[config.mk]
export PLATFORM = sky130hd
export DESIGN_NAME = stepper_velocity_pulse_generator
export DESIGN_NICKNAME = d
export VERILOG_FILES = /design/src/hdl/svpg_pkg.sv /design/src/hdl/svpg_mul.sv /design/src/hdl/svpg_div.sv /design/src/hdl/stepper_velocity_pulse_generator.sv
export SDC_FILE = /design/constraint.sdc
export NUM_CORES = 1
export LEC_CHECK = 0
export ABC_CLOCK_PERIOD_IN_PS = 10100
export BUFFER_PORTS_ARGS = -buffer_cell sky130_fd_sc_hd__clkbuf_2
export CAP_MARGIN = 20
export CELL_PAD_IN_SITES_DETAIL_PLACEMENT = 0
export CELL_PAD_IN_SITES_GLOBAL_PLACEMENT = 1
export CORE_ASPECT_RATIO = 1.75
export CORE_MARGIN = 1
export CORE_UTILIZATION = 52
export CTS_CLUSTER_SIZE = 10
export DETAILED_ROUTE_END_ITERATION = 12
export GPL_TIMING_DRIVEN = 0
export PLACE_DENSITY_LB_ADDON = 0.1
export SLEW_MARGIN = 0
export SYNTH_ARGS = -nofsm -noshare
export SYNTH_HDL_FRONTEND = slang
export SYNTH_SLANG_ARGS = --single-unit
[constraint.sdc]
create_clock -name i_clk -period 10.1 [get_ports i_clk]
set_input_delay 1.01 -clock i_clk [delete_from_list [all_inputs] [get_ports i_clk]]
set_output_delay 1.01 -clock i_clk [all_outputs]
set_load 0.01 [all_outputs]
[src/hdl/svpg_pkg.sv]
package svpg_pkg;

    // field and register widths
    localparam int KIND_W   = 2;
    localparam int STEPS_W  = 21;
    localparam int VEL_W    = 24;
    localparam int PERIOD_W = 20;
    localparam int SPR_W    = 16;
    localparam int PW_W     = 10;
    localparam int CFG_W    = 16;
    localparam int CFG_IDX_W = 1;

    // velocity conversion: |v| * steps_per_rev / 5760, rounded half up
    localparam int PROD_W = VEL_W + SPR_W;
    localparam int DEG_W  = 13;
    localparam logic [DEG_W-1:0]  Q4_DEG_PER_REV = 13'd5760;
    localparam logic [PROD_W-1:0] Q4_HALF_REV    = 40'd2880;

    // rate limit in steps per second
    localparam logic [PERIOD_W-1:0] MAX_RATE = 20'd1000000;

    // reset values
    localparam logic [SPR_W-1:0] SPR_RESET = 16'd200;
    localparam logic [PW_W-1:0]  PW_RESET  = 10'd5;

    localparam int TICKS_PER_SECOND_DEF = 1000000;

    typedef enum logic [KIND_W-1:0] {
        KIND_TICK = 2'd0,
        KIND_RATE = 2'd1,
        KIND_VEL  = 2'd2,
        KIND_STOP = 2'd3
    } t_kind;

    typedef enum logic [CFG_IDX_W-1:0] {
        CFG_SPR = 1'b0,
        CFG_PW  = 1'b1
    } t_cfg_idx;

    typedef enum logic [2:0] {
        S_IDLE,
        S_VEL,
        S_MUL,
        S_QDIV,
        S_RATE,
        S_PDIV,
        S_DONE
    } t_state;

    // handshake between the sequencer and a serial unit
    typedef struct packed {
        logic start;
    } t_unit_req;

    typedef struct packed {
        logic busy;
        logic done;
    } t_unit_rsp;

endpackage

[src/hdl/svpg_mul.sv]
// Bit-serial shift-add multiplier: one multiplier bit per cycle, LSB first.
module svpg_mul (
    input  logic                             i_clk,
    input  logic                             i_rst_n,
    input  svpg_pkg::t_unit_req              i_req,
    input  logic [svpg_pkg::VEL_W-1:0]       i_a,
    input  logic [svpg_pkg::SPR_W-1:0]       i_b,
    output svpg_pkg::t_unit_rsp              o_rsp,
    output logic [svpg_pkg::PROD_W-1:0]      o_product
);

    localparam int A_W   = svpg_pkg::VEL_W;
    localparam int B_W   = svpg_pkg::SPR_W;
    localparam int CNT_W = $clog2(B_W);

    logic             r_busy;
    logic             r_done;
    logic [CNT_W-1:0] r_cnt;
    logic [A_W-1:0]   r_a;
    logic [A_W-1:0]   r_hi;
    logic [B_W-1:0]   r_lo;
    logic [A_W:0]     n_sum;

    // partial sum of the upper half for the current multiplier bit
    assign n_sum = {1'b0, r_hi} + (r_lo[0] ? {1'b0, r_a} : {(A_W+1){1'b0}});

    // control
    always_ff @(posedge i_clk) begin
        if (!i_rst_n) begin
            r_busy <= 1'b0;
            r_done <= 1'b0;
            r_cnt  <= '0;
        end else begin
            r_done <= 1'b0;
            if (i_req.start) begin
                r_busy <= 1'b1;
                r_cnt  <= CNT_W'(B_W - 1);
            end else if (r_busy) begin
                if (r_cnt == '0) begin
                    r_busy <= 1'b0;
                    r_done <= 1'b1;
                end else begin
                    r_cnt <= r_cnt - 1'b1;
                end
            end
        end
    end

    // datapath: add, then shift the {hi, lo} pair right by one
    always_ff @(posedge i_clk) begin
        if (i_req.start) begin
            r_a  <= i_a;
            r_hi <= '0;
            r_lo <= i_b;
        end else if (r_busy) begin
            r_hi <= n_sum[A_W:1];
            r_lo <= {n_sum[0], r_lo[B_W-1:1]};
        end
    end

    assign o_rsp.busy = r_busy;
    assign o_rsp.done = r_done;
    assign o_product  = {r_hi, r_lo};

endmodule

[src/hdl/svpg_div.sv]
// Restoring divider: one quotient bit per cycle, MSB first.
module svpg_div #(
    parameter int N_W = svpg_pkg::PROD_W,
    parameter int D_W = svpg_pkg::DEG_W
) (
    input  logic                i_clk,
    input  logic                i_rst_n,
    input  svpg_pkg::t_unit_req i_req,
    input  logic [N_W-1:0]      i_dividend,
    input  logic [D_W-1:0]      i_divisor,
    output svpg_pkg::t_unit_rsp o_rsp,
    output logic [N_W-1:0]      o_quotient
);

    localparam int CNT_W = $clog2(N_W);

    logic             r_busy;
    logic             r_done;
    logic [CNT_W-1:0] r_cnt;
    logic [D_W-1:0]   r_rem;
    logic [D_W-1:0]   r_d;
    logic [N_W-1:0]   r_q;
    logic [D_W:0]     n_shift;
    logic [D_W:0]     n_diff;
    logic             n_ge;

    // trial subtract of the divisor from the shifted remainder
    assign n_shift = {r_rem, r_q[N_W-1]};
    assign n_ge    = (n_shift >= {1'b0, r_d});
    assign n_diff  = n_shift - {1'b0, r_d};

    // control
    always_ff @(posedge i_clk) begin
        if (!i_rst_n) begin
            r_busy <= 1'b0;
            r_done <= 1'b0;
            r_cnt  <= '0;
        end else begin
            r_done <= 1'b0;
            if (i_req.start) begin
                r_busy <= 1'b1;
                r_cnt  <= CNT_W'(N_W - 1);
            end else if (r_busy) begin
                if (r_cnt == '0) begin
                    r_busy <= 1'b0;
                    r_done <= 1'b1;
                end else begin
                    r_cnt <= r_cnt - 1'b1;
                end
            end
        end
    end

    // datapath: dividend shifts out the top while quotient bits shift in
    always_ff @(posedge i_clk) begin
        if (i_req.start) begin
            r_rem <= '0;
            r_d   <= i_divisor;
            r_q   <= i_dividend;
        end else if (r_busy) begin
            r_rem <= n_ge ? n_diff[D_W-1:0] : n_shift[D_W-1:0];
            r_q   <= {r_q[N_W-2:0], n_ge};
        end
    end

    assign o_rsp.busy = r_busy;
    assign o_rsp.done = r_done;
    assign o_quotient = r_q;

endmodule

[src/hdl/stepper_velocity_pulse_generator.sv]
// Step/direction pulse generator. Each input word is a microsecond tick, a rate in
// steps/s, a velocity in 1/16 deg/s, or a stop; each gives one output word with the
// direction, step pin level, running flag and current period. A steps/s command
// uses the 20-step restoring divider to form TICKS_PER_SECOND/|rate|. A velocity
// command runs the bit-serial multiply by steps_per_rev, then the restoring
// division by 5760, then the period division. One word is in work at a time;
// the next word is taken while a finished one still waits at the output.
module stepper_velocity_pulse_generator #(
    parameter int TICKS_PER_SECOND = svpg_pkg::TICKS_PER_SECOND_DEF
) (
    input  logic                                 i_clk,
    input  logic                                 i_rst_n,
    // configuration
    input  logic                                 i_cfg_we,
    input  logic [svpg_pkg::CFG_IDX_W-1:0]       i_cfg_index,
    input  logic [svpg_pkg::CFG_W-1:0]           i_cfg_data,
    // input channel
    input  logic                                 i_in_valid,
    output logic                                 o_in_stall,
    input  logic [svpg_pkg::KIND_W-1:0]          i_kind,
    input  logic signed [svpg_pkg::STEPS_W-1:0]  i_steps_rate,
    input  logic signed [svpg_pkg::VEL_W-1:0]    i_velocity_q4,
    // output channel
    output logic                                 o_out_valid,
    input  logic                                 i_out_stall,
    output logic                                 o_dir_level,
    output logic                                 o_pulse_level,
    output logic                                 o_running,
    output logic [svpg_pkg::PERIOD_W-1:0]        o_period_ticks
);

    localparam int P_W = svpg_pkg::PERIOD_W;
    localparam logic [P_W-1:0] TPS = P_W'(TICKS_PER_SECOND);

    // configuration registers
    logic [svpg_pkg::SPR_W-1:0] r_spr;
    logic [svpg_pkg::PW_W-1:0]  r_pw;

    // generator state
    logic           r_dir;
    logic           r_pulse;
    logic           r_active;
    logic [P_W-1:0] r_period;
    logic [P_W-1:0] r_alarm;

    // per-word work registers
    svpg_pkg::t_state            r_state;
    svpg_pkg::t_state            n_state;
    svpg_pkg::t_kind             r_kind;
    logic [svpg_pkg::VEL_W-1:0]  r_vabs;
    logic                        r_vneg;
    logic [P_W-1:0]              r_mag;
    logic                        r_dir_new;
    logic [P_W-1:0]              r_p;
    logic                        r_out_valid;

    // accept and commit strobes
    logic in_accept;
    logic out_free;
    logic commit;

    // serial units
    svpg_pkg::t_unit_req          mul_req;
    svpg_pkg::t_unit_rsp          mul_rsp;
    logic [svpg_pkg::PROD_W-1:0]  mul_prod;
    svpg_pkg::t_unit_req          qdiv_req;
    svpg_pkg::t_unit_rsp          qdiv_rsp;
    logic [svpg_pkg::PROD_W-1:0]  qdiv_q;
    svpg_pkg::t_unit_req          pdiv_req;
    svpg_pkg::t_unit_rsp          pdiv_rsp;
    logic [P_W-1:0]               pdiv_q;

    // input decode
    logic [svpg_pkg::STEPS_W-1:0] n_rabs;
    logic [P_W-1:0]               n_rsat;
    logic [svpg_pkg::VEL_W-1:0]   n_vabs;
    logic [svpg_pkg::PROD_W-1:0]  n_dividend;
    logic [P_W-1:0]               n_qsat;

    // effective width and clamp
    logic [svpg_pkg::PW_W-1:0] n_w;
    logic [P_W-1:0]            n_wp1;
    logic [P_W-1:0]            n_wext;
    logic [P_W-1:0]            n_pclamp;

    // next generator state
    logic           n_dir;
    logic           n_pulse;
    logic           n_active;
    logic [P_W-1:0] n_period;
    logic [P_W-1:0] n_alarm;
    logic [P_W-1:0] n_adec;

    assign in_accept = i_in_valid && !o_in_stall;
    assign out_free  = !r_out_valid || !i_out_stall;
    assign commit    = (r_state == svpg_pkg::S_DONE) && out_free;

    // magnitudes of the signed inputs
    assign n_rabs = i_steps_rate[svpg_pkg::STEPS_W-1] ? (~i_steps_rate + 1'b1) : i_steps_rate;
    assign n_rsat = (n_rabs > svpg_pkg::STEPS_W'(svpg_pkg::MAX_RATE)) ?
                    svpg_pkg::MAX_RATE : n_rabs[P_W-1:0];
    assign n_vabs = i_velocity_q4[svpg_pkg::VEL_W-1] ? (~i_velocity_q4 + 1'b1) : i_velocity_q4;

    // round half up before the division by 5760
    assign n_dividend = mul_prod + svpg_pkg::Q4_HALF_REV;
    assign n_qsat = (qdiv_q > svpg_pkg::PROD_W'(svpg_pkg::MAX_RATE)) ?
                    svpg_pkg::MAX_RATE : qdiv_q[P_W-1:0];

    // a zero width acts as one
    assign n_w      = (r_pw == '0) ? svpg_pkg::PW_W'(1) : r_pw;
    assign n_wext   = P_W'(n_w);
    assign n_wp1    = n_wext + 1'b1;
    assign n_pclamp = (pdiv_q < n_wp1) ? n_wp1 : pdiv_q;

    // serial units
    svpg_mul u_mul (
        .i_clk     (i_clk),
        .i_rst_n   (i_rst_n),
        .i_req     (mul_req),
        .i_a       (r_vabs),
        .i_b       (r_spr),
        .o_rsp     (mul_rsp),
        .o_product (mul_prod)
    );

    svpg_div #(
        .N_W (svpg_pkg::PROD_W),
        .D_W (svpg_pkg::DEG_W)
    ) u_qdiv (
        .i_clk      (i_clk),
        .i_rst_n    (i_rst_n),
        .i_req      (qdiv_req),
        .i_dividend (n_dividend),
        .i_divisor  (svpg_pkg::Q4_DEG_PER_REV),
        .o_rsp      (qdiv_rsp),
        .o_quotient (qdiv_q)
    );

    svpg_div #(
        .N_W (P_W),
        .D_W (P_W)
    ) u_pdiv (
        .i_clk      (i_clk),
        .i_rst_n    (i_rst_n),
        .i_req      (pdiv_req),
        .i_dividend (TPS),
        .i_divisor  (r_mag),
        .o_rsp      (pdiv_rsp),
        .o_quotient (pdiv_q)
    );

    // sequencer next state
    always_comb begin
        n_state = r_state;
        unique case (r_state)
            svpg_pkg::S_IDLE: begin
                if (in_accept) begin
                    unique case (svpg_pkg::t_kind'(i_kind))
                        svpg_pkg::KIND_TICK: n_state = svpg_pkg::S_DONE;
                        svpg_pkg::KIND_RATE: n_state = svpg_pkg::S_RATE;
                        svpg_pkg::KIND_VEL:  n_state = svpg_pkg::S_VEL;
                        svpg_pkg::KIND_STOP: n_state = svpg_pkg::S_DONE;
                        default:             n_state = svpg_pkg::S_DONE;
                    endcase
                end
            end
            svpg_pkg::S_VEL: n_state = svpg_pkg::S_MUL;
            svpg_pkg::S_MUL: begin
                if (mul_rsp.done) begin
                    n_state = svpg_pkg::S_QDIV;
                end
            end
            svpg_pkg::S_QDIV: begin
                if (qdiv_rsp.done) begin
                    n_state = svpg_pkg::S_RATE;
                end
            end
            svpg_pkg::S_RATE: begin
                n_state = (r_mag == '0) ? svpg_pkg::S_DONE : svpg_pkg::S_PDIV;
            end
            svpg_pkg::S_PDIV: begin
                if (pdiv_rsp.done) begin
                    n_state = svpg_pkg::S_DONE;
                end
            end
            svpg_pkg::S_DONE: begin
                if (out_free) begin
                    n_state = svpg_pkg::S_IDLE;
                end
            end
            default: n_state = svpg_pkg::S_IDLE;
        endcase
    end

    // sequencer outputs
    always_comb begin
        o_in_stall     = (r_state != svpg_pkg::S_IDLE);
        mul_req.start  = (r_state == svpg_pkg::S_VEL);
        qdiv_req.start = (r_state == svpg_pkg::S_MUL) && mul_rsp.done;
        pdiv_req.start = (r_state == svpg_pkg::S_RATE) && (r_mag != '0);
    end

    // next generator state for the word being committed
    always_comb begin
        n_dir    = r_dir;
        n_pulse  = r_pulse;
        n_active = r_active;
        n_period = r_period;
        n_alarm  = r_alarm;
        n_adec   = (r_alarm != '0) ? (r_alarm - 1'b1) : r_alarm;
        unique case (r_kind)
            svpg_pkg::KIND_TICK: begin
                if (r_active) begin
                    n_alarm = n_adec;
                    if (n_adec == '0) begin
                        if (r_period == '0) begin
                            n_pulse  = 1'b0;
                            n_active = 1'b0;
                        end else if (!r_pulse) begin
                            n_pulse = 1'b1;
                            n_alarm = n_wext;
                        end else begin
                            n_pulse = 1'b0;
                            n_alarm = (r_period > n_wext) ? (r_period - n_wext) : P_W'(1);
                        end
                    end
                end
            end
            svpg_pkg::KIND_RATE, svpg_pkg::KIND_VEL: begin
                n_dir = r_dir_new;
                if (r_mag == '0) begin
                    n_period = '0;
                    n_pulse  = 1'b0;
                    n_active = 1'b0;
                end else begin
                    n_period = r_p;
                    n_alarm  = P_W'(1);
                    n_active = 1'b1;
                end
            end
            svpg_pkg::KIND_STOP: begin
                n_period = '0;
                n_pulse  = 1'b0;
                n_active = 1'b0;
            end
            default: begin
                n_dir = r_dir;
            end
        endcase
    end

    // configuration writes
    always_ff @(posedge i_clk) begin
        if (!i_rst_n) begin
            r_spr <= svpg_pkg::SPR_RESET;
            r_pw  <= svpg_pkg::PW_RESET;
        end else if (i_cfg_we) begin
            unique case (svpg_pkg::t_cfg_idx'(i_cfg_index))
                svpg_pkg::CFG_SPR: r_spr <= i_cfg_data[svpg_pkg::SPR_W-1:0];
                svpg_pkg::CFG_PW:  r_pw  <= i_cfg_data[svpg_pkg::PW_W-1:0];
                default:           r_spr <= r_spr;
            endcase
        end
    end

    // sequencer, generator state and output valid
    always_ff @(posedge i_clk) begin
        if (!i_rst_n) begin
            r_state     <= svpg_pkg::S_IDLE;
            r_dir       <= 1'b0;
            r_pulse     <= 1'b0;
            r_active    <= 1'b0;
            r_period    <= '0;
            r_alarm     <= P_W'(1);
            r_out_valid <= 1'b0;
        end else begin
            r_state <= n_state;
            if (commit) begin
                r_dir    <= n_dir;
                r_pulse  <= n_pulse;
                r_active <= n_active;
                r_period <= n_period;
                r_alarm  <= n_alarm;
            end
            if (commit) begin
                r_out_valid <= 1'b1;
            end else if (!i_out_stall) begin
                r_out_valid <= 1'b0;
            end
        end
    end

    // word capture and intermediate results
    always_ff @(posedge i_clk) begin
        if (in_accept) begin
            r_kind    <= svpg_pkg::t_kind'(i_kind);
            r_vabs    <= n_vabs;
            r_vneg    <= i_velocity_q4[svpg_pkg::VEL_W-1];
            r_mag     <= n_rsat;
            r_dir_new <= !i_steps_rate[svpg_pkg::STEPS_W-1];
        end else if ((r_state == svpg_pkg::S_QDIV) && qdiv_rsp.done) begin
            // a negative velocity that rounds to zero counts as forward
            r_mag     <= n_qsat;
            r_dir_new <= !r_vneg || (qdiv_q == '0);
        end
        if ((r_state == svpg_pkg::S_PDIV) && pdiv_rsp.done) begin
            r_p <= n_pclamp;
        end
    end

    // output word register
    always_ff @(posedge i_clk) begin
        if (commit) begin
            o_dir_level    <= n_dir;
            o_pulse_level  <= n_pulse;
            o_running      <= n_active;
            o_period_ticks <= n_period;
        end
    end

    assign o_out_valid = r_out_valid;

endmodule
==> results of run 1 <==
worst paths after layout:
kind	start	end	slack, ns	depth (start not counted)
worst max-delay path	u_mul.r_lo[0]	u_mul.r_hi[23]	5.91	14
worst min-delay path	r_vabs[6]	u_mul.r_a[6]	0.41	0
worst max register to register	u_mul.r_lo[0]	u_mul.r_hi[23]	5.91	14
worst min register to register	r_vabs[6]	u_mul.r_a[6]	0.41	0
registers in the layout, summed over array words and instances (netlist names), 10 cells and up:
register,cells
r_spr,16
r_period,20
r_pw,10
u_qdiv.r_rem,13
r_alarm,20
u_pdiv.r_rem,20
r_p,20
u_mul.r_a,24
u_mul.r_lo,16
u_pdiv.r_d,20
o_period_ticks,20
r_mag,20
u_mul.r_hi,24
r_vabs,24
u_pdiv.o_quotient,20
u_qdiv.o_quotient,40
cells by family (layout without fill, tap and decap cells):
kind of cell | after synthesis | in the layout | synth area share, %
XOR/XNOR | 147 | 147 | 6.49
adder cells (fa/ha/maj) | 84 | 84 | 5.41
AND/OR/NAND/NOR | 770 | 770 | 18.7
buffers and inverters | 192 | 365 | 3.80
multiplexers | 59 | 59 | 3.00
flip-flops | 362 | 362 | 46.2
AO/OA/AOI/OAI | 487 | 487 | 16.4
routing by layer:
metal	vias up	share of wire (%)	track usage (%)
li1	7828	-	-
met1	7606	36	26.7
met2	307	56	54.7
met3	139	2.6	2.74
met4	2	6.0	16.8
met5	-	0.025	0
power groups by stage:
stage	clock network (mW)	registers [mW]	logic, mW
global placement	0	2.19	1.79
detailed placement	0	2.19	1.85
floorplan	0	2.09	1.39
global route	1.47	2.19	2.07
CTS	1.42	2.17	1.86
finish	1.39	2.17	1.85
area by class of cell:
| cell class | instances | area (µm²) |
|---|---|---|
| Fill cell | 3431 | 15400 |
| Buffer | 111 | 450 |
| Sequential cell | 362 | 9160 |
| Clock buffer | 73 | 1190 |
| Inverter | 81 | 304 |
| Timing Repair Buffer | 97 | 537 |
| Multi-Input combinational cell | 1547 | 9940 |
| Tap cell | 480 | 601 |
| Clock inverter | 3 | 32.5 |
stage by stage:
stage	setup slack (ns)	area, µm²
final	5.91	22200
after global routing	5.78	22200
after CTS	5.87	22200
after detailed placement	5.90	21000
after global placement	5.57	20900
after floorplan	6.38	19800
cells in the mapped netlist (all sizes together), types with 23 or more instances:
library cell / number / share of area [%]
a22o: 27 / 1.2
nand4: 23 / 0.83
a21boi: 60 / 2.3
nand3: 43 / 1.1
clkbuf: 91 / 1.7
nor3: 46 / 1.2
mux2i: 55 / 2.8
xor2: 47 / 2.1
o21ai: 148 / 3.8
inv: 79 / 1.5
dfxtp: 171 / 17
ha: 81 / 5.1
nand2: 320 / 6.1
nor2: 148 / 2.8
xnor2: 100 / 4.4
and2: 32 / 1.0
edfxtp: 191 / 29
a21oi: 70 / 1.8
nor4: 30 / 1.2
worst max-delay path, cell delays in order, from the launching register on:
cell	delay (ns)
edfxtp_1	0.62
clkbuf_1	0.37
and2_1	0.25
ha_1	0.20
inv_1	0.07
fa_1	0.20
nor2b_1	0.07
o31a_1	0.27
o21ai_0	0.22
a31oi_1	0.16
o21ai_0	0.50
o21ai_0	0.29
o41ai_1	0.55
nand2b_1	0.18
a31oi_1	0.07
cell usage in the layout (no fill, tap or decap), types with 26 or more instances in the layout:
cell type / n
a21boi_0: 60
a21oi_1: 68
a22o_1: 27
and2_1: 32
clkbuf_1: 121
clkbuf_16: 43
clkbuf_2: 92
dfxtp_1: 171
edfxtp_1: 191
ha_1: 81
inv_1: 79
mux2i_1: 55
nand2_1: 319
nand3_1: 43
nor2_1: 147
nor3_1: 44
nor4_1: 26
o21ai_0: 132
xnor2_1: 100
xor2_1: 47
==> metrics, run 1 <==
synthesis-stage register bit count=about 360; die width=around 150 µm; syn avg cell area=roughly 9.4 µm²; antenna cells=0; clk buf depth=3; Yosys Warn Count=0; critical path class=flip-flop to flip-flop; Mapped Cells=approximately 2100; Fmax=around 0.24 GHz; initial antenna violation count=1; ys flop type=edfxtp_1; Core ar.=between 30000 and 40000 µm²; fin. max-slew vios=0; worst hold slack=a little over 0.4 ns; vias in the first global route=16000; final setup fails=0; Hold Vio Cnt, Final=0; crit share post-route=about two fifths; vias per inst=just under 6; GP Congestion=0.917; GRT overflow=0; P&R area growth vs syn=12.0%; arrival time at the worst endpoint=about 4.6 ns; critical path startpoint category=flip-flop; share of layout cells above drive strength 1=around 8.8%; synth unique cells=87; Num CTS Buffers=42; # Post-CTS Setup Buffers=0; Port Buffers=between 90 and 100; CTS tree=done; leak pwr=about 8.4 nW; routed via count=between 15000 and 20000; height of the die=between 200 and 300 µm; Final TNS setup=0 ns; Final Critical Period=around 4.2 ns; clock-pin slew on the worst setup and hold paths=0.06 ns; Net Sw Frac=36.2%; Detailed Route WL=between 50000 and 60000 µm; Netlist Area Pre-Place=about 20000 µm²; Worst setup EP type=flip-flop; Worst-Margin Slew=0.958 ns; # placed instances=roughly 2700; fin nets=between 2000 and 2500; CP required=around 10 ns; clk_lat worst skew=approximately 0.56 ns; Clock Tree Root=clkbuf_16; Iteration-0 DRC Markers=~770; clock sink count=between 300 and 400; I/O pin total=94; clock power share=roughly a quarter; worst min-delay path category=flip-flop to flip-flop; Max H-tree Level=2; internal power=3.45 mW; largest net degree at the start of global routing=a little over 40; Final Instance Count excl. Fillers=about 2800; Seq pwr share=about two fifths; status=finished, final reports clean; Comb pwr share=roughly a third; final core utilization=59.0%; Die Area=about 39000 µm²; worst rel slew slack=between 30% and 40%; RSZ-0062 raised after global routing=false; row count=94; sw power=approximately 2 mW; Initial Util=between 50% and 60%; asr flop ratio synth=0%; Post-DRT Antenna Nets=0; Resized cells post-CTS=0; sequential area share after synthesis=around 46%; IR drop worst, VDD=0.173 mV; total global routing track utilization=around 28%; maxcap violations=0; router iterations before antenna repair=5; Post-DP HPWL=roughly 41000 µm; DR DRC count=0; DR WL/cell=approximately 19 µm; CP Max Fanout=10; first-pass GRT wire length=around 83000 µm; CTS Hold Bufs=0; ratio of total power to cell area=about 240 nW/µm²; Mapped Nets=2254; Pwr Total=5.41 mW; Post-synth EDFFs=~190; Worst Skew=0.0179 ns
(Power assumes the default switching activity.)
==> run 2: changes to the inputs <==
- ABC_CLOCK_PERIOD_IN_PS: 10100 -> 4000
- CORE_UTILIZATION: 52 -> 49
- clock period: 10.1 -> 4 ns (I/O delays scaled with it)
==> run 2 against run 1 <==
Worst setup slack got worse by 5.7 ns; core utilization fell by 3.3 points; die area rose by 6.1%; final area rose by 0.15%; worst hold slack got worse by 0.34 ns; sequential cell count did not move; critical path depth did not move; highest routed layer is now met4; total power rose to 2.5 times the previous value; largest power group unchanged; count of clock-buffer cells in the layout fell by 1; non-clock buffer count fell by 1; cell count rose by 0.44%; clock power rose to 2.5 times the previous value.
==> metrics, run 2 (synthesis gave the netlist of run 1 again) <==
GRT overflow=0 (unchanged); share of layout cells above drive strength 1=9.07% (was 8.75%); worst hold slack=0.0781 ns (was 0.414 ns); Clock Tree Root=clkbuf_16 (unchanged); clock power share=25.7% (about the same); ratio of total power to cell area=614 nW/µm² (was 244 nW/µm²); RSZ-0062 raised after global routing=false (unchanged); CP required=4.48 ns (was 10.49 ns); router iterations before antenna repair=5 (unchanged); largest net degree at the start of global routing=34 (was 41); clock sink count=362 (unchanged); Die Area=41300 µm² (was 39000 µm²); die width=154 µm (was 150 µm); final setup fails=0 (unchanged); status=finished, final reports clean (unchanged); DR WL/cell=19.9 µm (was 19.0 µm); Final Critical Period=3.81 ns (was 4.19 ns); row count=97 (was 94); Worst setup EP type=flip-flop (unchanged); clk_lat worst skew=0.56 ns (about the same); critical path startpoint category=flip-flop (unchanged); worst rel slew slack=33.0% (was 36.0%); antenna cells=0 (unchanged); IR drop worst, VDD=0.413 mV (was 0.173 mV); Post-Place Cell Area=21000 µm² (about the same); max FFs per register=40 (unchanged); Final Instance Area=22200 µm² (about the same); Reg2Reg Capture Point=u_mul.r_hi[19] (was u_mul.r_hi[23]); crit share post-route=95.3% (was 41.5%); DR DRC count=0 (unchanged); commonest non-fill, non-tap cell in the layout=nand2_1 (unchanged); clk buf depth=3 (unchanged); GP Congestion=0.902 (was 0.917); vias per inst=5.75 (was 5.77); WHS Path Cells=1 (was 0); Hold Vio Cnt, Final=0 (unchanged); P&R area growth vs syn=12.2% (was 12.0%); Core ar.=39900 µm² (was 37600 µm²); vias in the first global route=16300 (was 16000); first-pass GRT wire length=85500 µm (was 83100 µm); leak pwr=8.45 nW (was 8.44 nW); maxcap violations=0 (unchanged); CP Max Fanout=10 (unchanged); CTS tree=done (unchanged); initial antenna violation count=0 (was 1); fin. max-slew vios=0 (unchanged); total global routing track utilization=27.0% (was 27.6%); Post-DP HPWL=43000 µm (was 40900 µm); Fmax=0.262 GHz (was 0.238 GHz); Hold Path Sink=r_vabs[0] (was u_mul.r_a[6]); clock-pin slew on the worst setup and hold paths=0.06 ns (about the same); routed via count=15900 (about the same); Worst-Margin Slew=0.998 ns (was 0.958 ns); Iteration-0 DRC Markers=722 (was 773); worst min-delay path category=input port to flip-flop (was flip-flop to flip-flop); Seq pwr share=39.6% (was 40.1%); I/O pin total=94 (unchanged); R2R depth=14 (unchanged); arrival time at the worst endpoint=4.30 ns (was 4.59 ns); critical path class=flip-flop to flip-flop (unchanged); internal power=8.73 mW (was 3.45 mW); Worst Skew=0.0184 ns (was 0.0179 ns); Net Sw Frac=36.1% (was 36.2%); Comb pwr share=34.7% (was 34.2%); Initial Util=49.7% (was 52.7%); setup slack, reg-to-reg=0.19 ns (was 5.91 ns); RR Startpoint=u_mul.r_lo[0] (unchanged); Post-DRT Antenna Nets=0 (unchanged); Detailed Route WL=54900 µm (was 52400 µm); Final Instance Count excl. Fillers=2766 (was 2754); Num CTS Buffers=42 (unchanged); # placed instances=2693 (was 2678); fin nets=2394 (was 2395); Max H-tree Level=2 (unchanged); sw power=4.93 mW (was 1.96 mW); Port Buffers=92 (unchanged); hold_sp=i_velocity_q4[0] (was r_vabs[6]); height of the die=268 µm (was 260 µm); commonest non-fill, non-tap cells in the layout=319 x nand2_1, 191 x edfxtp_1, 171 x dfxtp_1 (unchanged)
[run 2: cell count changes in the layout (fill, tap and decap cells not counted), moves of 2 or more]
cell / before / now
clkbuf_1: 121 / 116
o21ai_0: 132 / 129
o21ai_1: 14 / 17
nor4_1: 26 / 24
nor4_2: 1 / 3
[run 2: worst max path at each step]
stage / startpoint / to / slack, ns / cells past startpoint
after floorplan: r_pw[0] / r_alarm[17] / 0.80 / 16
after global placement: r_state[1] / r_mag[15] / -0.41 / 7
after detailed placement: u_mul.r_lo[0] / u_mul.r_hi[23] / -0.27 / 14
after CTS: r_pw[8] / r_alarm[17] / 0.04 / 15
after global routing: r_pw[8] / r_alarm[2] / 0.05 / 14
final: u_mul.r_lo[0] / u_mul.r_hi[19] / 0.19 / 14
[run 2: layer usage]
metal	part of all wire [%]	global-route usage [%]	vias to the layer above
met1	35	24.9	7606
met4	5.1	14.4	0
li1	-	-	7843
met5	0	0	-
met3	3.0	3.35	141
met2	57	56.0	318
[run 2: layout make-up]
class,count,area (µm²)
Fill cell,3672,17700
Multi-Input combinational cell,1547,9960
Sequential cell,362,9160
Clock buffer,72,1190
Tap cell,495,619
Timing Repair Buffer,98,544
Buffer,109,444
Inverter,81,304
Clock inverter,2,13.8
[run 2: worst max-delay path, stage by stage (launching register included)]
cell	delay (ns)
edfxtp_1	0.60
clkbuf_2	0.36
and2_1	0.19
ha_1	0.17
inv_1	0.06
fa_1	0.39
nor2b_1	0.18
o31a_1	0.19
o21ai_0	0.13
a31oi_1	0.28
o21ai_1	0.23
o21ai_1	0.37
o21ai_0	0.18
and4b_1	0.23
nor3_1	0.15
[run 2: repair_timing]
action                                  4_1_cts  5_1_grt
endpoints found under the setup margin        5       21
endpoints found under the hold margin         0        0
resized for setup                             4        4
pin swaps                                     0        1
hold buffers                                  0        0
setup buffers                                 0        1
[run 2: through the flow]
stage | worst slack [ns] | utilization (%) | TNS (ns) | total power [mW]
2_1_floorplan | 0.805 | - | 0 | 8.78
3_3_place_gp | -0.409 | 52.4 | -4.60 | 10.1
3_5_place_dp | -0.270 | 52.6 | -1.14 | 10.2
4_1_cts | 0.0429 | 55.7 | 0 | 13.8
5_1_grt | 0.0461 | 55.7 | 0 | 14.5
6_report | 0.187 | 55.7 | 0 | 13.7
[run 2: power groups by stage]
stage / clock [mW] / combinational [mW] / sequential, mW
after CTS: 3.59 / 4.77 / 5.41
after global routing: 3.72 / 5.28 / 5.48
final: 3.50 / 4.74 / 5.41
after detailed placement: 0 / 4.73 / 5.48
after floorplan: 0 / 3.51 / 5.28
after global placement: 0 / 4.60 / 5.48
==> run 3: changes to the inputs <==
- CORE_UTILIZATION: 49 -> 30
- SYNTH_HIERARCHICAL: unset -> 1
==> run 3 against run 2 <==
Clock power rose by 8.6%; sequential share of layout area down 2.0 points; clock skew grew 0.00075 ns; core utilization down 21 points; final area increased by 12%; fmax up 1.7%; total power is 6.6% higher; register-to-register slack gained 0.06 ns; sequential cell count is 13 higher; combinational power is 5.7% higher; critical path type unchanged; largest cell class unchanged.
==> metrics, run 3 <==
status=finished, final reports clean (unchanged); worst min-delay path category=input port to flip-flop (unchanged); CP Max Fanout=10 (unchanged); crit share post-route=93.8% (was 95.3%); Num CTS Buffers=45 (was 42); setup slack, reg-to-reg=0.25 ns (was 0.19 ns); height of the die=358 µm (was 268 µm); Core ar.=71700 µm² (was 39900 µm²); largest net degree at the start of global routing=41 (was 34); internal power=9.22 mW (was 8.73 mW); Seq pwr share=39.4% (was 39.6%); worst-path cell chain=clkbuf_1 -> nor4_2 -> nand2_1 -> o21bai_2 -> ha_1 -> inv_1 -> fa_1 -> nand3_1 -> a21oi_1 -> or3b_2 -> a31o_2 -> a31o_2 -> and2_2 -> nand3_2 -> o221ai_1 (was clkbuf_2 -> and2_1 -> ha_1 -> inv_1 -> fa_1 -> nor2b_1 -> o31a_1 -> o21ai_0 -> a31oi_1 -> o21ai_1 -> o21ai_1 -> o21ai_0 -> and4b_1 -> nor3_1); final setup fails=0 (unchanged); Fmax=0.267 GHz (was 0.262 GHz); # placed instances=3246 (was 2693); Place WS=-0.742 ns (was -0.270 ns); Net Sw Frac=36.7% (was 36.1%); clk buf depth=3 (unchanged); Initial Util=30.2% (was 49.7%); Worst-Margin Slew=0.930 ns (was 0.998 ns); ratio of total power to cell area=585 nW/µm² (was 614 nW/µm²); IR drop worst, VDD=0.403 mV (was 0.413 mV); Netlist Area Pre-Place=21700 µm² (was 19800 µm²); GP Congestion=0.856 (was 0.902); syn avg cell area=9.89 µm² (was 9.44 µm²); fin nets=2534 (was 2394); delay-heaviest family, CP=simple AND/OR/NAND/NOR gates (was compound AO/OA/AOI/OAI gates); clock sink count=375 (was 362); maxcap violations=0 (unchanged); Max H-tree Level=2 (unchanged); initial antenna violation count=1 (was 0); Worst Skew=0.0192 ns (was 0.0184 ns); commonest non-fill, non-tap cell in the layout=nand2_1 (unchanged); row count=130 (was 97); worst rel slew slack=37.5% (was 33.0%); leak pwr=9.17 nW (was 8.45 nW); CTS tree=done (unchanged); Die Area=73400 µm² (was 41300 µm²); sw power=5.34 mW (was 4.93 mW); routed via count=16900 (was 15900); Mapped Cells=2194 (was 2101); Clock Tree Root=clkbuf_16 (unchanged); router iterations before antenna repair=5 (unchanged); Port Buffers=90 (was 92); DR WL/cell=20.8 µm (was 19.9 µm); P&R area growth vs syn=14.7% (was 12.2%); Iteration-0 DRC Markers=743 (was 722); share of layout cells above drive strength 1=14.1% (was 9.07%); clock power share=26.1% (was 25.7%); critical path class=flip-flop to flip-flop (unchanged); # Post-CTS Setup Buffers=0 (unchanged); Buf/Inv on CP=2 (unchanged); I/O pin total=94 (unchanged); Hold Vio Cnt, Final=0 (unchanged); clock-pin slew on the worst setup and hold paths=0.06 ns (about the same); arrival time at the worst endpoint=4.18 ns (was 4.30 ns); Yosys Warn Count=6 (was 0); Final TNS setup=0 ns (unchanged); max FFs per register=40 (unchanged); Comb pwr share=34.4% (was 34.7%); fin. max-slew vios=0 (unchanged); Post-DP HPWL=56000 µm (was 43000 µm); die width=205 µm (was 154 µm); Post-Place Cell Area=23500 µm² (was 21000 µm²); vias per inst=5.06 (was 5.75); Crit path largest cell delay=0.48 ns (was 0.60 ns); total global routing track utilization=19.1% (was 27.0%); Post-DRT Antenna Nets=0 (unchanged); GRT overflow=0 (unchanged); Final WS setup=0.249 ns (was 0.187 ns); Final Instance Area=24900 µm² (was 22200 µm²); critical path startpoint category=flip-flop (unchanged); Worst setup EP type=flip-flop (unchanged); RSZ-0062 raised after global routing=false (unchanged); Final Instance Count excl. Fillers=3328 (was 2766); Final Critical Period=3.75 ns (was 3.81 ns); vias in the first global route=17600 (was 16300); Detailed Route WL=69300 µm (was 54900 µm); DR DRC count=0 (unchanged); CP max-delay cell=or3b_2 (was edfxtp_1); CP required=4.43 ns (was 4.48 ns); commonest non-fill, non-tap cells in the layout=264 x nand2_1, 224 x edfxtp_1, 151 x dfxtp_1 (was 319 x nand2_1, 191 x edfxtp_1, 171 x dfxtp_1); first-pass GRT wire length=105000 µm (was 85500 µm); clk_lat worst skew=0.58 ns (was 0.56 ns); Crit path top cell by count=a31o_2
run 3: cell count changes in the layout (fill, tap and decap cells not counted), moves of 18 or more:
cell and delta:
mux2_2 +73, nand2_1 -55, o21ai_0 -43, inv_1 +36
conb_1 +33, edfxtp_1 +33, a21oi_1 +22, dfxtp_1 -20
mux2i_1 -18, nor2_1 -18
run 3: what timing repair did:
action,CTS,global route
setup endpoints to repair,31,22
gates cloned,1,0
resized for setup,9,4
hold buffers,0,0
run 3: layout make-up:
class / count / area [µm²]
Inverter: 117 / 443
Antenna cell: 1 / 2.50
Timing Repair inverter: 1 / 7.51
Sequential cell: 375 / 9750
Tap cell: 924 / 1160
Timing Repair Buffer: 97 / 542
Buffer: 106 / 479
Multi-Input combinational cell: 1626 / 11200
Clock buffer: 79 / 1290
Fill cell: 7368 / 46800
Clock inverter: 2 / 12.5
run 3: path summary, 6_finish.rpt:
| check | endpoint | depth (start not counted) | startpoint |
|---|---|---|---|
| setup / recovery | r_alarm[16] | 15 | r_pw[6] |
| setup reg to reg | r_alarm[16] | 15 | r_pw[6] |
| hold reg to reg | u_mul/r_a[6] | 0 | r_vabs[6] |
| hold / removal | r_spr[15] | 3 | i_cfg_data[15] |
run 3: power by group through the flow:
stage	combinational, mW	sequential, mW	clock [mW]
2_1_floorplan	3.60	5.54	0
3_3_place_gp	4.93	5.86	0
3_5_place_dp	5.06	5.85	0
4_1_cts	5.10	5.77	3.96
5_1_grt	5.56	5.85	4.08
6_report	5.01	5.74	3.80
run 3: metrics by stage:
stage / power [mW] / hold slack, ns / util, %
floorplan: 9.14 / 0.400 / -
global placement: 10.8 / 0.402 / 32.6
detailed placement: 10.9 / 0.405 / 32.8
CTS: 14.8 / 0.0262 / 34.7
global route: 15.5 / 0.0522 / 34.7
finish: 14.6 / 0.0674 / 34.7
run 3: worst reg2reg max path: cells and delay by family, from the launching register on:
| family | cells | cell delay (ns) |
|---|---|---|
| simple gates | 6 | 1.38 |
| compound gates | 5 | 1.07 |
| fa+ha+maj | 2 | 0.60 |
| flops | 1 | 0.29 |
| buf+inv | 2 | 0.25 |
run 3: layer usage:
layer  GRT usage [%]  vias up  routed length [µm]  part of all wire, %
met5               0        -                  17                0.025
met4            10.4        2                3870                  5.6
met3            2.27      139                1680                  2.4
met2            41.1      277               41700                   60
met1            16.2     8087               22100                   32
li1                -     8349                   -                    -
